--- config.mk ---
export PLATFORM = sky130hd
export DESIGN_NAME = frame_port_route_table_unit
export DESIGN_NICKNAME = d
export VERILOG_FILES = /design/src/hdl/fprt_pkg.sv /design/src/hdl/frame_port_route_table_unit.sv /design/src/hdl/fprt_front.sv /design/src/hdl/fprt_back.sv
export VERILOG_INCLUDE_DIRS = /design/src /design/src/hdl
export SDC_FILE = /design/constraint.sdc
export NUM_CORES = 1
export LEC_CHECK = 0
export BUFFER_PORTS_ARGS = -buffer_cell sky130_fd_sc_hd__buf_4
export CORE_MARGIN = 10
export CORE_UTILIZATION = 45
export DETAILED_ROUTE_END_ITERATION = 8
export PLACE_DENSITY = 0.71
export SLEW_MARGIN = 0
export SYNTH_ARGS = -nofsm -noshare
export SYNTH_HDL_FRONTEND = slang
export SYNTH_HIERARCHICAL = 1
export SYNTH_SLANG_ARGS = --single-unit
--- constraint.sdc ---
create_clock -name clk -period 10.6 [get_ports clk]
set_input_delay 2.12 -clock clk [delete_from_list [all_inputs] [get_ports clk]]
set_output_delay 2.12 -clock clk [all_outputs]
set_load 0.005 [all_outputs]
--- src/hdl/frame_port_route_table_unit_defines.svh ---
// Assertion macros shared by the route table RTL.
// No dependencies.
`ifndef FRAME_PORT_ROUTE_TABLE_UNIT_DEFINES_SVH
`define FRAME_PORT_ROUTE_TABLE_UNIT_DEFINES_SVH

// Check that a condition implies a consequence on the same edge.
`define FPRT_ASSERT_IMPL(label, clk, rst_n, cond, cons, msg) \
label: assert property (@(posedge clk) disable iff (!rst_n) (cond) |-> (cons)) \
    else $error(msg);

// Check that a condition implies a consequence on the next edge.
`define FPRT_ASSERT_NEXT(label, clk, rst_n, cond, cons, msg) \
label: assert property (@(posedge clk) disable iff (!rst_n) (cond) |=> (cons)) \
    else $error(msg);

`endif

--- src/hdl/fprt_pkg.sv ---
// Shared types and constants for the port route table.
// No dependencies.
`timescale 1ns / 1ps
package fprt_pkg;
    localparam int SLOT_COUNT = 8;
    localparam int MAX_DIGIS = 8;
    localparam int MAX_RESULTS = 8;
    localparam int SLOT_W = (SLOT_COUNT > 1) ? $clog2(SLOT_COUNT) : 1;
    localparam int CNT_W = $clog2(SLOT_COUNT + 1);
    localparam int RES_W = $clog2(MAX_RESULTS + 1);
    localparam int ADDR_W = 52;
    localparam int QDEPTH = 2;

    localparam logic [1:0] CMD_ROUTE   = 2'd0;
    localparam logic [1:0] CMD_REG     = 2'd1;
    localparam logic [1:0] CMD_REM     = 2'd2;
    localparam logic [1:0] CMD_IGNORED = 2'd3;

    localparam logic [2:0] MODE_STATIC  = 3'd0;
    localparam logic [2:0] MODE_DEFAULT = 3'd1;
    localparam logic [2:0] MODE_PROMISC = 3'd2;
    localparam logic [2:0] MODE_DIGI    = 3'd3;
    localparam logic [2:0] MODE_DYNAMIC = 3'd4;

    localparam logic [1:0] KIND_STATUS   = 2'd0;
    localparam logic [1:0] KIND_DELIVERY = 2'd1;
    localparam logic [1:0] KIND_NONE     = 2'd2;

    localparam logic [2:0] ST_OK      = 3'd0;
    localparam logic [2:0] ST_EXISTS  = 3'd1;
    localparam logic [2:0] ST_DEFAULT = 3'd2;
    localparam logic [2:0] ST_DUPADDR = 3'd3;
    localparam logic [2:0] ST_NOSLOT  = 3'd4;
    localparam logic [2:0] ST_NOTFND  = 3'd5;

    localparam logic [7:0] NUL_CHAR = 8'h00;

    // Classified request handed from front to back
    typedef struct packed {
        logic [1:0]        command;
        logic [7:0]        handle;
        logic [2:0]        mode;
        logic [ADDR_W-1:0] address;
        logic [ADDR_W-1:0] dest;
        logic [ADDR_W-1:0] fsrc;
        logic              has_next;
        logic [2:0]        nidx;
        logic [ADDR_W-1:0] next_addr;
    } req_t;
endpackage

--- src/hdl/frame_port_route_table_unit.sv ---
// Port route table top level: front queue plus slot table back end.
// Depends on fprt_pkg, fprt_front, fprt_back.
`timescale 1ns / 1ps
//
//  channel   handshake         payload
//  request   start / busy      command .. next_digi_address
//  result    result_valid      kind .. last (one cycle, no stall)
//
// Register and remove walk the slots (one slot checked per
// cycle); a rejection or a remove hit ends the walk at that slot.
// Route walks the slots in passes:
// bind pass, match pass, optional default pass, each one slot per cycle.
// A two-entry queue decouples accept from the slot walk; busy when it is full.
// Reset clears all slots and the queue; slot payload is not reset.
// The receiver cannot stall results.
module frame_port_route_table_unit
    import fprt_pkg::*;
(
    input  logic              clk,
    input  logic              rst_n,
    input  logic              start,
    output logic              busy,
    input  logic [1:0]        command,
    input  logic [7:0]        port_handle,
    input  logic [2:0]        port_mode,
    input  logic [ADDR_W-1:0] port_address,
    input  logic [ADDR_W-1:0] frame_destination,
    input  logic [ADDR_W-1:0] frame_source,
    input  logic [3:0]        digi_count,
    input  logic [7:0]        repeated_mask,
    input  logic [ADDR_W-1:0] next_digi_address,
    output logic              result_valid,
    output logic [1:0]        kind,
    output logic [2:0]        status,
    output logic [7:0]        target_handle,
    output logic [2:0]        target_slot,
    output logic              mark_repeated,
    output logic [2:0]        repeated_index,
    output logic              last
);
    logic q_valid, q_pop;
    req_t q_data;

    fprt_front u_front (
        .clk, .rst_n, .start, .busy, .command, .port_handle, .port_mode,
        .port_address, .frame_destination, .frame_source, .digi_count,
        .repeated_mask, .next_digi_address, .q_valid, .q_data, .q_pop
    );

    fprt_back u_back (
        .clk, .rst_n, .q_valid, .q_data, .q_pop, .result_valid, .kind,
        .status, .target_handle, .target_slot, .mark_repeated,
        .repeated_index, .last
    );
endmodule

--- src/hdl/fprt_front.sv ---
// Front end: accepts requests, finds the pending digipeater, queues them.
// Depends on fprt_pkg.
`timescale 1ns / 1ps
`include "frame_port_route_table_unit_defines.svh"
module fprt_front
    import fprt_pkg::*;
(
    input  logic              clk,
    input  logic              rst_n,
    input  logic              start,
    output logic              busy,
    input  logic [1:0]        command,
    input  logic [7:0]        port_handle,
    input  logic [2:0]        port_mode,
    input  logic [ADDR_W-1:0] port_address,
    input  logic [ADDR_W-1:0] frame_destination,
    input  logic [ADDR_W-1:0] frame_source,
    input  logic [3:0]        digi_count,
    input  logic [7:0]        repeated_mask,
    input  logic [ADDR_W-1:0] next_digi_address,
    output logic              q_valid,
    output req_t              q_data,
    input  logic              q_pop
);
    req_t q_mem_reg [QDEPTH];
    logic [0:0] wr_ptr_reg, rd_ptr_reg;
    logic [1:0] count_reg, count_next;
    logic       push;
    logic [3:0] cnt_clamp;
    logic       hn;
    logic [2:0] ni;
    req_t       req;

    always_comb
    begin
        cnt_clamp = (digi_count > 4'(MAX_DIGIS)) ? 4'(MAX_DIGIS) : digi_count;
        hn = 1'b0;
        ni = '0;
        for (int d = 7; d >= 0; d--)
        begin
            if (4'(d) < cnt_clamp && !repeated_mask[d])
            begin
                hn = 1'b1;
                ni = 3'(d);
            end
        end
        req.command   = command;
        req.handle    = port_handle;
        req.mode      = port_mode;
        req.address   = port_address;
        req.dest      = frame_destination;
        req.fsrc      = frame_source;
        req.has_next  = hn;
        req.nidx      = ni;
        req.next_addr = next_digi_address;
    end

    // Drop unknown commands here; they cause no result.
    assign busy = (count_reg == 2'(QDEPTH));
    assign push = start && !busy && (command != CMD_IGNORED);
    assign q_valid = (count_reg != 2'd0);
    assign q_data = q_mem_reg[rd_ptr_reg];

    always_comb
    begin
        count_next = count_reg;
        if (push && !q_pop)
            count_next = count_reg + 2'd1;
        else if (!push && q_pop)
            count_next = count_reg - 2'd1;
    end

    always_ff @(posedge clk or negedge rst_n)
    begin
        if (!rst_n)
        begin
            wr_ptr_reg <= '0;
            rd_ptr_reg <= '0;
            count_reg  <= '0;
        end
        else
        begin
            count_reg <= count_next;
            if (push)
                wr_ptr_reg <= wr_ptr_reg + 1'b1;
            if (q_pop)
                rd_ptr_reg <= rd_ptr_reg + 1'b1;
        end
    end

    always_ff @(posedge clk)
    begin
        if (push)
            q_mem_reg[wr_ptr_reg] <= req;
    end

    `FPRT_ASSERT_IMPL(a_pop_nonempty, clk, rst_n, q_pop, q_valid, "pop from empty queue")
    `FPRT_ASSERT_IMPL(a_cnt_range, clk, rst_n, 1'b1, count_reg <= 2'(QDEPTH), "queue overflow")
    `FPRT_ASSERT_NEXT(a_push_grow, clk, rst_n, push && !q_pop, count_reg != 2'd0, "push lost")
endmodule

--- src/hdl/fprt_back.sv ---
// Back end: owns the slot table and walks slots to produce results.
// Depends on fprt_pkg.
`timescale 1ns / 1ps
`include "frame_port_route_table_unit_defines.svh"
module fprt_back
    import fprt_pkg::*;
(
    input  logic              clk,
    input  logic              rst_n,
    input  logic              q_valid,
    input  req_t              q_data,
    output logic              q_pop,
    output logic              result_valid,
    output logic [1:0]        kind,
    output logic [2:0]        status,
    output logic [7:0]        target_handle,
    output logic [2:0]        target_slot,
    output logic              mark_repeated,
    output logic [2:0]        repeated_index,
    output logic              last
);
    localparam logic [2:0] S_IDLE  = 3'd0;
    localparam logic [2:0] S_CHECK = 3'd1;
    localparam logic [2:0] S_BIND  = 3'd2;
    localparam logic [2:0] S_SCAN  = 3'd3;
    localparam logic [2:0] S_DEF   = 3'd4;
    localparam logic [2:0] S_END   = 3'd5;
    localparam logic [2:0] S_FIN   = 3'd6;

    logic [SLOT_COUNT-1:0] used_reg, retired_reg;
    logic [7:0]        hnd_mem [SLOT_COUNT];
    logic [2:0]        mode_mem [SLOT_COUNT];
    logic [ADDR_W-1:0] addr_mem [SLOT_COUNT];

    logic [2:0]        state_reg;
    req_t              req_reg;
    logic [CNT_W-1:0]  idx_reg;
    logic [RES_W-1:0]  k_reg;
    logic              matched_reg;
    logic              free_found_reg, ret_found_reg;
    logic [SLOT_W-1:0] free_slot_reg, ret_slot_reg;

    // Pending delivery held so the final one can carry last
    logic              pend_reg;
    logic [7:0]        pend_h_reg;
    logic [2:0]        pend_s_reg;
    logic              pend_m_reg;
    logic [2:0]        pend_i_reg;

    logic [SLOT_W-1:0] idx;
    logic [7:0]        sh;
    logic [2:0]        sm;
    logic [ADDR_W-1:0] sa;
    logic              su, bound, elig, isdef;
    logic              rem_hit, reg_clash, hit, result_valid_next;

    assign idx   = idx_reg[SLOT_W-1:0];
    assign sh    = hnd_mem[idx];
    assign sm    = mode_mem[idx];
    assign sa    = addr_mem[idx];
    assign su    = used_reg[idx];
    assign bound = (sa[ADDR_W-1 -: 8] != NUL_CHAR);
    assign isdef = su && sh != req_reg.handle && sm == MODE_DEFAULT;

    always_comb
    begin
        case (sm)
            MODE_PROMISC: elig = 1'b1;
            MODE_DIGI:    elig = req_reg.has_next && sa == req_reg.next_addr;
            MODE_STATIC:  elig = !req_reg.has_next && sa == req_reg.dest;
            MODE_DYNAMIC: elig = bound && !req_reg.has_next && sa == req_reg.dest;
            default:      elig = 1'b0;
        endcase
        elig = elig && su && sh != req_reg.handle;
    end

    logic at_end;
    assign at_end = (idx_reg == CNT_W'(SLOT_COUNT - 1));
    assign q_pop = (state_reg == S_IDLE) && q_valid;

    assign rem_hit   = req_reg.command == CMD_REM && su && sh == req_reg.handle;
    assign reg_clash = req_reg.command == CMD_REG && su &&
                       (sh == req_reg.handle ||
                        (req_reg.mode == MODE_DEFAULT && sm == MODE_DEFAULT) ||
                        ((req_reg.mode == MODE_STATIC || req_reg.mode == MODE_DIGI) &&
                         (sm == MODE_STATIC || sm == MODE_DIGI) &&
                         sa == req_reg.address));
    assign hit = ((state_reg == S_SCAN) ? elig : isdef) && k_reg < RES_W'(MAX_RESULTS);

    // Strobe a result on a status decision, on a flushed delivery, and at the end
    always_comb
    begin
        result_valid_next = 1'b0;
        case (state_reg)
            S_CHECK:       result_valid_next = rem_hit || reg_clash;
            S_END, S_FIN:  result_valid_next = 1'b1;
            S_SCAN, S_DEF: result_valid_next = hit && pend_reg;
            default:       result_valid_next = 1'b0;
        endcase
    end

    always_ff @(posedge clk or negedge rst_n)
    begin
        if (!rst_n)
        begin
            state_reg      <= S_IDLE;
            used_reg       <= '0;
            retired_reg    <= '0;
            result_valid   <= 1'b0;
            pend_reg       <= 1'b0;
            idx_reg        <= '0;
            k_reg          <= '0;
            matched_reg    <= 1'b0;
            free_found_reg <= 1'b0;
            ret_found_reg  <= 1'b0;
        end
        else
        begin
            result_valid <= result_valid_next;
            case (state_reg)
                S_IDLE:
                begin
                    if (q_valid)
                    begin
                        req_reg        <= q_data;
                        idx_reg        <= '0;
                        k_reg          <= '0;
                        matched_reg    <= 1'b0;
                        free_found_reg <= 1'b0;
                        ret_found_reg  <= 1'b0;
                        pend_reg       <= 1'b0;
                        state_reg      <= (q_data.command == CMD_ROUTE) ? S_BIND : S_CHECK;
                    end
                end
                S_CHECK:
                begin
                    if (rem_hit)
                    begin
                        used_reg[idx]    <= 1'b0;
                        retired_reg[idx] <= 1'b1;
                        kind <= KIND_STATUS; status <= ST_OK;
                        target_handle <= req_reg.handle; target_slot <= 3'(idx);
                        mark_repeated <= 1'b0; repeated_index <= '0; last <= 1'b1;
                        state_reg <= S_IDLE;
                    end
                    else if (reg_clash)
                    begin
                        kind <= KIND_STATUS;
                        status <= (sh == req_reg.handle) ? ST_EXISTS :
                                  (req_reg.mode == MODE_DEFAULT && sm == MODE_DEFAULT)
                                  ? ST_DEFAULT : ST_DUPADDR;
                        target_handle <= req_reg.handle; target_slot <= '0;
                        mark_repeated <= 1'b0; repeated_index <= '0; last <= 1'b1;
                        state_reg <= S_IDLE;
                    end
                    else
                    begin
                        if (!su && !retired_reg[idx] && !free_found_reg)
                        begin
                            free_found_reg <= 1'b1;
                            free_slot_reg  <= idx;
                        end
                        if (!su && retired_reg[idx] && !ret_found_reg)
                        begin
                            ret_found_reg <= 1'b1;
                            ret_slot_reg  <= idx;
                        end
                        if (at_end)
                            state_reg <= S_END;
                        else
                            idx_reg <= idx_reg + 1'b1;
                    end
                end
                S_END:
                begin
                    // Finish a register or a remove that found nothing
                    kind <= KIND_STATUS;
                    target_handle <= req_reg.handle;
                    mark_repeated <= 1'b0; repeated_index <= '0; last <= 1'b1;
                    target_slot <= (req_reg.command != CMD_REM &&
                                    (free_found_reg || ret_found_reg))
                                   ? 3'(free_found_reg ? free_slot_reg : ret_slot_reg)
                                   : 3'd0;
                    if (req_reg.command == CMD_REM)
                        status <= ST_NOTFND;
                    else if (free_found_reg || ret_found_reg)
                    begin
                        status <= ST_OK;
                        used_reg[free_found_reg ? free_slot_reg : ret_slot_reg] <= 1'b1;
                        retired_reg[free_found_reg ? free_slot_reg : ret_slot_reg] <= 1'b0;
                    end
                    else
                        status <= ST_NOSLOT;
                    state_reg <= S_IDLE;
                end
                S_BIND:
                begin
                    if (at_end)
                    begin
                        idx_reg   <= '0;
                        state_reg <= S_SCAN;
                    end
                    else
                        idx_reg <= idx_reg + 1'b1;
                end
                S_SCAN, S_DEF:
                begin
                    if (hit)
                    begin
                        if (pend_reg)
                        begin
                            kind <= KIND_DELIVERY; status <= ST_OK;
                            target_handle <= pend_h_reg; target_slot <= pend_s_reg;
                            mark_repeated <= pend_m_reg; repeated_index <= pend_i_reg;
                            last <= 1'b0;
                        end
                        pend_reg   <= 1'b1;
                        pend_h_reg <= sh;
                        pend_s_reg <= 3'(idx);
                        pend_m_reg <= (state_reg == S_SCAN) && sm == MODE_DIGI
                                      && req_reg.has_next;
                        pend_i_reg <= ((state_reg == S_SCAN) && sm == MODE_DIGI
                                      && req_reg.has_next) ? req_reg.nidx : 3'd0;
                        k_reg <= k_reg + 1'b1;
                    end
                    if (state_reg == S_SCAN && elig &&
                        (sm == MODE_STATIC || sm == MODE_DIGI || sm == MODE_DYNAMIC))
                        matched_reg <= 1'b1;
                    if (!at_end)
                        idx_reg <= idx_reg + 1'b1;
                    else
                    begin
                        idx_reg <= '0;
                        if (state_reg == S_SCAN && !(matched_reg ||
                            (elig && (sm == MODE_STATIC || sm == MODE_DIGI ||
                                      sm == MODE_DYNAMIC))))
                            state_reg <= S_DEF;
                        else
                            state_reg <= S_FIN;
                    end
                end
                S_FIN:
                begin
                    // Flush the held delivery with last, or report no target
                    kind <= pend_reg ? KIND_DELIVERY : KIND_NONE;
                    status <= ST_OK;
                    target_handle <= pend_reg ? pend_h_reg : 8'd0;
                    target_slot <= pend_reg ? pend_s_reg : 3'd0;
                    mark_repeated <= pend_reg && pend_m_reg;
                    repeated_index <= pend_reg ? pend_i_reg : 3'd0;
                    last <= 1'b1;
                    pend_reg <= 1'b0;
                    state_reg <= S_IDLE;
                end
                default: state_reg <= S_IDLE;
            endcase
        end
    end

    // Table payload writes: register fill and dynamic bind
    always_ff @(posedge clk)
    begin
        if (state_reg == S_END && req_reg.command == CMD_REG &&
            (free_found_reg || ret_found_reg))
        begin
            hnd_mem[free_found_reg ? free_slot_reg : ret_slot_reg]  <= req_reg.handle;
            mode_mem[free_found_reg ? free_slot_reg : ret_slot_reg] <= req_reg.mode;
            addr_mem[free_found_reg ? free_slot_reg : ret_slot_reg] <= req_reg.address;
        end
        else if (state_reg == S_BIND && su && sh == req_reg.handle &&
                 sm == MODE_DYNAMIC && !bound)
            addr_mem[idx] <= req_reg.fsrc;
    end

    `FPRT_ASSERT_IMPL(a_pop_idle, clk, rst_n, q_pop, state_reg == S_IDLE, "pop while working")
    `FPRT_ASSERT_NEXT(a_fin_last, clk, rst_n, state_reg == S_FIN, result_valid && last, "no last")
    `FPRT_ASSERT_IMPL(a_k_range, clk, rst_n, 1'b1, k_reg <= RES_W'(MAX_RESULTS), "too many results")
endmodule

==> run_results.csv <==
group,metric,value,unit
floorplan,ios,259,
finish,antenna_cells,0,
sta,worstMarginPinSlew,1.26,ns
detailed_routing,drc_errors,0,
cts,clk_path_buf_depth,3,
grt,track_usage,19.5,%
logic_synthesis,synth_edf_count,1221,
logic_synthesis,yosysUniqueCellTypes,79,
logic_synthesis,synth_top_family_by_area,"multiplexers",
grt,grt_pass1_vias,25846,
cts,clkTransAtPathRegs,0.06,ns
finish,drive_gt1_share,29.9,%
finish,fin_nets,3200,
cts,cts_tree,"done",
grt,grt_pass1_wl,176000,µm
power,leakage,19.0,nW
floorplan,die_h,352,µm
cts,post_cts_buffers,0,
setup_path,cp-end-kind,"register",
cts,clkSinkCount,1257,
finish,final_area,57300,µm²
power,power.total,14.8,mW
sta,relSlewSlack,16.0,%
sta,hold_violations,0,
logic_synthesis,synth_area,49500,µm²
grt,grt_overflow,0,
floorplan,rows,121,
placement,hpwl,82500,µm
finish,area.growth.synth_to_final,15.7,%
logic_synthesis,synth-adder-area-share,0.0758,%
detailed_routing,vias,25536,
floorplan,coreArea,109000,µm²
sta,worst_slack,3.53,ns
sta,period_minus_slack,7.07,ns
logic_synthesis,synthMuxAreaShare,12.8,%
cts,post_cts_resize_count,0,
logic_synthesis,ys_ff_latch,1257,
placement,numPortBuffers,258,
worst_hold_path,hp-class,"reg2reg",
run,maxCapViolCount,0,
grt,grt_max_degree,150,
setup_path,start_kind,"register",
logic_synthesis,synth_compound_area_share,3.57,%
cts,cts_buffers,130,
setup_path,cp.required,10.94,ns
sta,max_freq,0.142,GHz
placement,dp.cells,4243,
detailed_routing,ant_nets,0,
detailed_routing,via_per_inst,5.72,
cts,holdBufCountCts,0,
detailed_routing,drtIter0Drc,2263,
floorplan,die_w,352,µm
sta,tns,0,ns
power,p_per_area,258,nW/µm²
cts,cts_root_buffer,"clkbuf_16",
finish,layout.cells.non_filler,4468,
power,peakVddDrop,177,µV
setup_path,arrival,7.40,ns
sta,slew_violations,0,
logic_synthesis,yosysWarnings,6,
grt,antenna_found_initial,2,
logic_synthesis,ys_async_sr_fraction,2.86,%
sta,finalSetupViolCount,0,
detailed_routing,drt_first_pass_iters,5,
sta,clock_skew,0.0496,ns
placement,globalplace.congestion,0.922,
cts,htreeDepth,4,
cts,clock_latency,0.75,ns
finish,largest_reg_flops,450,
placement,dpl_cell_area,53100,µm²
finish,layout_commonest_cell,"edfxtp_1",
setup_path,critPathMaxFanout,105,
finish,mostFrequentLayoutCells,"1221 x edfxtp_1, 319 x mux2_2, 299 x buf_4",
outcome,outcome,"finished, final reports clean",
logic_synthesis,netlist_instances,2625,
logic_synthesis,yosys.area_share.simple,4.00,%
logic_synthesis,synth-main-ff-cell,"edfxtp_1",
logic_synthesis,ys_seq_area_share,75.8,%
detailed_routing,wl,122000,µm
logic_synthesis,avgSynthCellArea,18.9,µm²
finish,fillers,8539,
logic_synthesis,synthXorXnorAreaFrac,2.28,%
detailed_routing,routedWlPerCell,27.3,µm
placement,place_ws,3.67,ns
floorplan,floorplan.initialDensity,45.4,%
sta,grt_setup_unrepaired,"no",
sta,fin_crit_sh,66.7,%
setup_path,crit_type,"reg2reg",
floorplan,fp.dieArea,124000,µm²
logic_synthesis,synth.net_count,2864,
[per-layer routing]
| metal | track usage [%] | wire length, µm | vias to the layer above |
|---|---|---|---|
| met4 | 7.25 | 4200 | 0 |
| met2 | 32.2 | 60100 | 1008 |
| met5 | 0 | 0 | - |
| met3 | 3.98 | 8980 | 198 |
| met1 | 25.5 | 48800 | 13157 |
| li1 | - | - | 11173 |
[cell families (layout without fill, tap and decap cells)]
kind of cell / Yosys count / after routing
flops: 1257 / 1257
mux: 492 / 492
simple gates: 379 / 379
compound gates: 243 / 243
xor+xnor: 129 / 129
buf+inv: 122 / 551
fa+ha+maj: 3 / 3
[critical path: stages (launching register included)]
cell and delay (ns):
dfrtp_4 0.89, buf_12 0.59, buf_4 0.77, mux4_2 0.60
mux2i_1 0.50, xnor2_1 0.17, nor3_1 0.21, nand4bb_1 0.12
nor4_1 0.72, a21oi_1 0.32, a21oi_1 0.39, o21ai_1 0.22
nor2_1 0.99
[stage by stage]
stage | utilization, % | hold slack, ns
floorplan | - | 0.445
CTS | 52.6 | 0.480
global route | 52.6 | 0.496
finish | 52.6 | 0.479
detailed placement | 48.7 | 0.470
global placement | 48.7 | 0.466
[power by group]
| group | total (mW) | switching, mW | leakage, nW | internal [mW] |
|---|---|---|---|---|
| Clock | 4.48 | 1.88 | 2.05 | 2.60 |
| Combinational | 3.63 | 2.19 | 5.40 | 1.44 |
| Sequential | 6.68 | 0.382 | 11.6 | 6.30 |
| Total | 14.8 | 4.46 | 19.0 | 10.3 |
[final cells by class]
class,count,area [µm²],area share (%)
clock inverters,69,778,1.36
multi-input cells,1246,11300,19.8
repair buffers,304,2340,4.09
well taps,1414,1770,3.09
clock buffers,156,3420,5.97
flip-flops and latches,1257,37600,65.6
inverters,22,82.6,0.144
[final timing paths]
| kind | startpoint | endpoint | slack (ns) | cells after the start |
|---|---|---|---|---|
| max | u_back/idx_reg[0]$_DFFE_PN0P_ | u_back/pend_i_reg[1]$_SDFFCE_PN0P_ | 3.53 | 12 |
| min | u_back/k_reg[2]$_DFFE_PN0P_ | u_back/k_reg[2]$_DFFE_PN0P_ | 0.48 | 1 |
| max reg2reg | u_back/idx_reg[0]$_DFFE_PN0P_ | u_back/pend_i_reg[1]$_SDFFCE_PN0P_ | 3.53 | 12 |
| min reg2reg | u_back/k_reg[2]$_DFFE_PN0P_ | u_back/k_reg[2]$_DFFE_PN0P_ | 0.48 | 1 |
| max in group asynchronous | rst_n | u_back/idx_reg[1]$_DFFE_PN0P_ | 8.85 | 1 |
| min in group asynchronous | rst_n | u_back/state_reg[2]$_DFFE_PN0P_ | 1.36 | 1 |
[synthesized netlist by cell type (7+ instances only)]
| master | number | area, µm² |
|---|---|---|
| nand4_1 | 19 | 119 |
| nor4_1 | 23 | 144 |
| a221o_1 | 10 | 100 |
| a2111oi_0 | 11 | 96.3 |
| buf_6 | 21 | 236 |
| buf_2 | 24 | 120 |
| inv_1 | 21 | 78.8 |
| a2bb2oi_1 | 8 | 70.1 |
| nand4b_1 | 7 | 61.3 |
| mux2i_1 | 92 | 921 |
| o22a_1 | 17 | 149 |
| xnor2_1 | 81 | 709 |
| a221oi_1 | 8 | 70.1 |
| nor3_1 | 38 | 190 |
| buf_1 | 9 | 33.8 |
| or3_1 | 8 | 50.1 |
| mux2_2 | 319 | 3590 |
| o21a_1 | 13 | 97.6 |
| and3_1 | 10 | 62.6 |
| mux4_2 | 69 | 1550 |
| clkbuf_1 | 31 | 116 |
| a21oi_1 | 36 | 180 |
| nand2b_1 | 15 | 93.8 |
| a22oi_1 | 15 | 113 |
| nor2_1 | 92 | 345 |
| a31oi_1 | 8 | 50.1 |
| edfxtp_1 | 1221 | 36700 |
| xor2_1 | 48 | 420 |
| dfrtp_1 | 36 | 901 |
| buf_4 | 14 | 105 |
| and2_1 | 26 | 163 |
| nor2b_1 | 18 | 113 |
| nand2_1 | 68 | 255 |
| nand3_1 | 18 | 90.1 |
| or2_2 | 8 | 50.1 |
| o22ai_1 | 21 | 131 |
| o21ai_0 | 28 | 140 |
| a22o_1 | 11 | 96.3 |
Note: power is estimated with default switching activity, not from simulation.
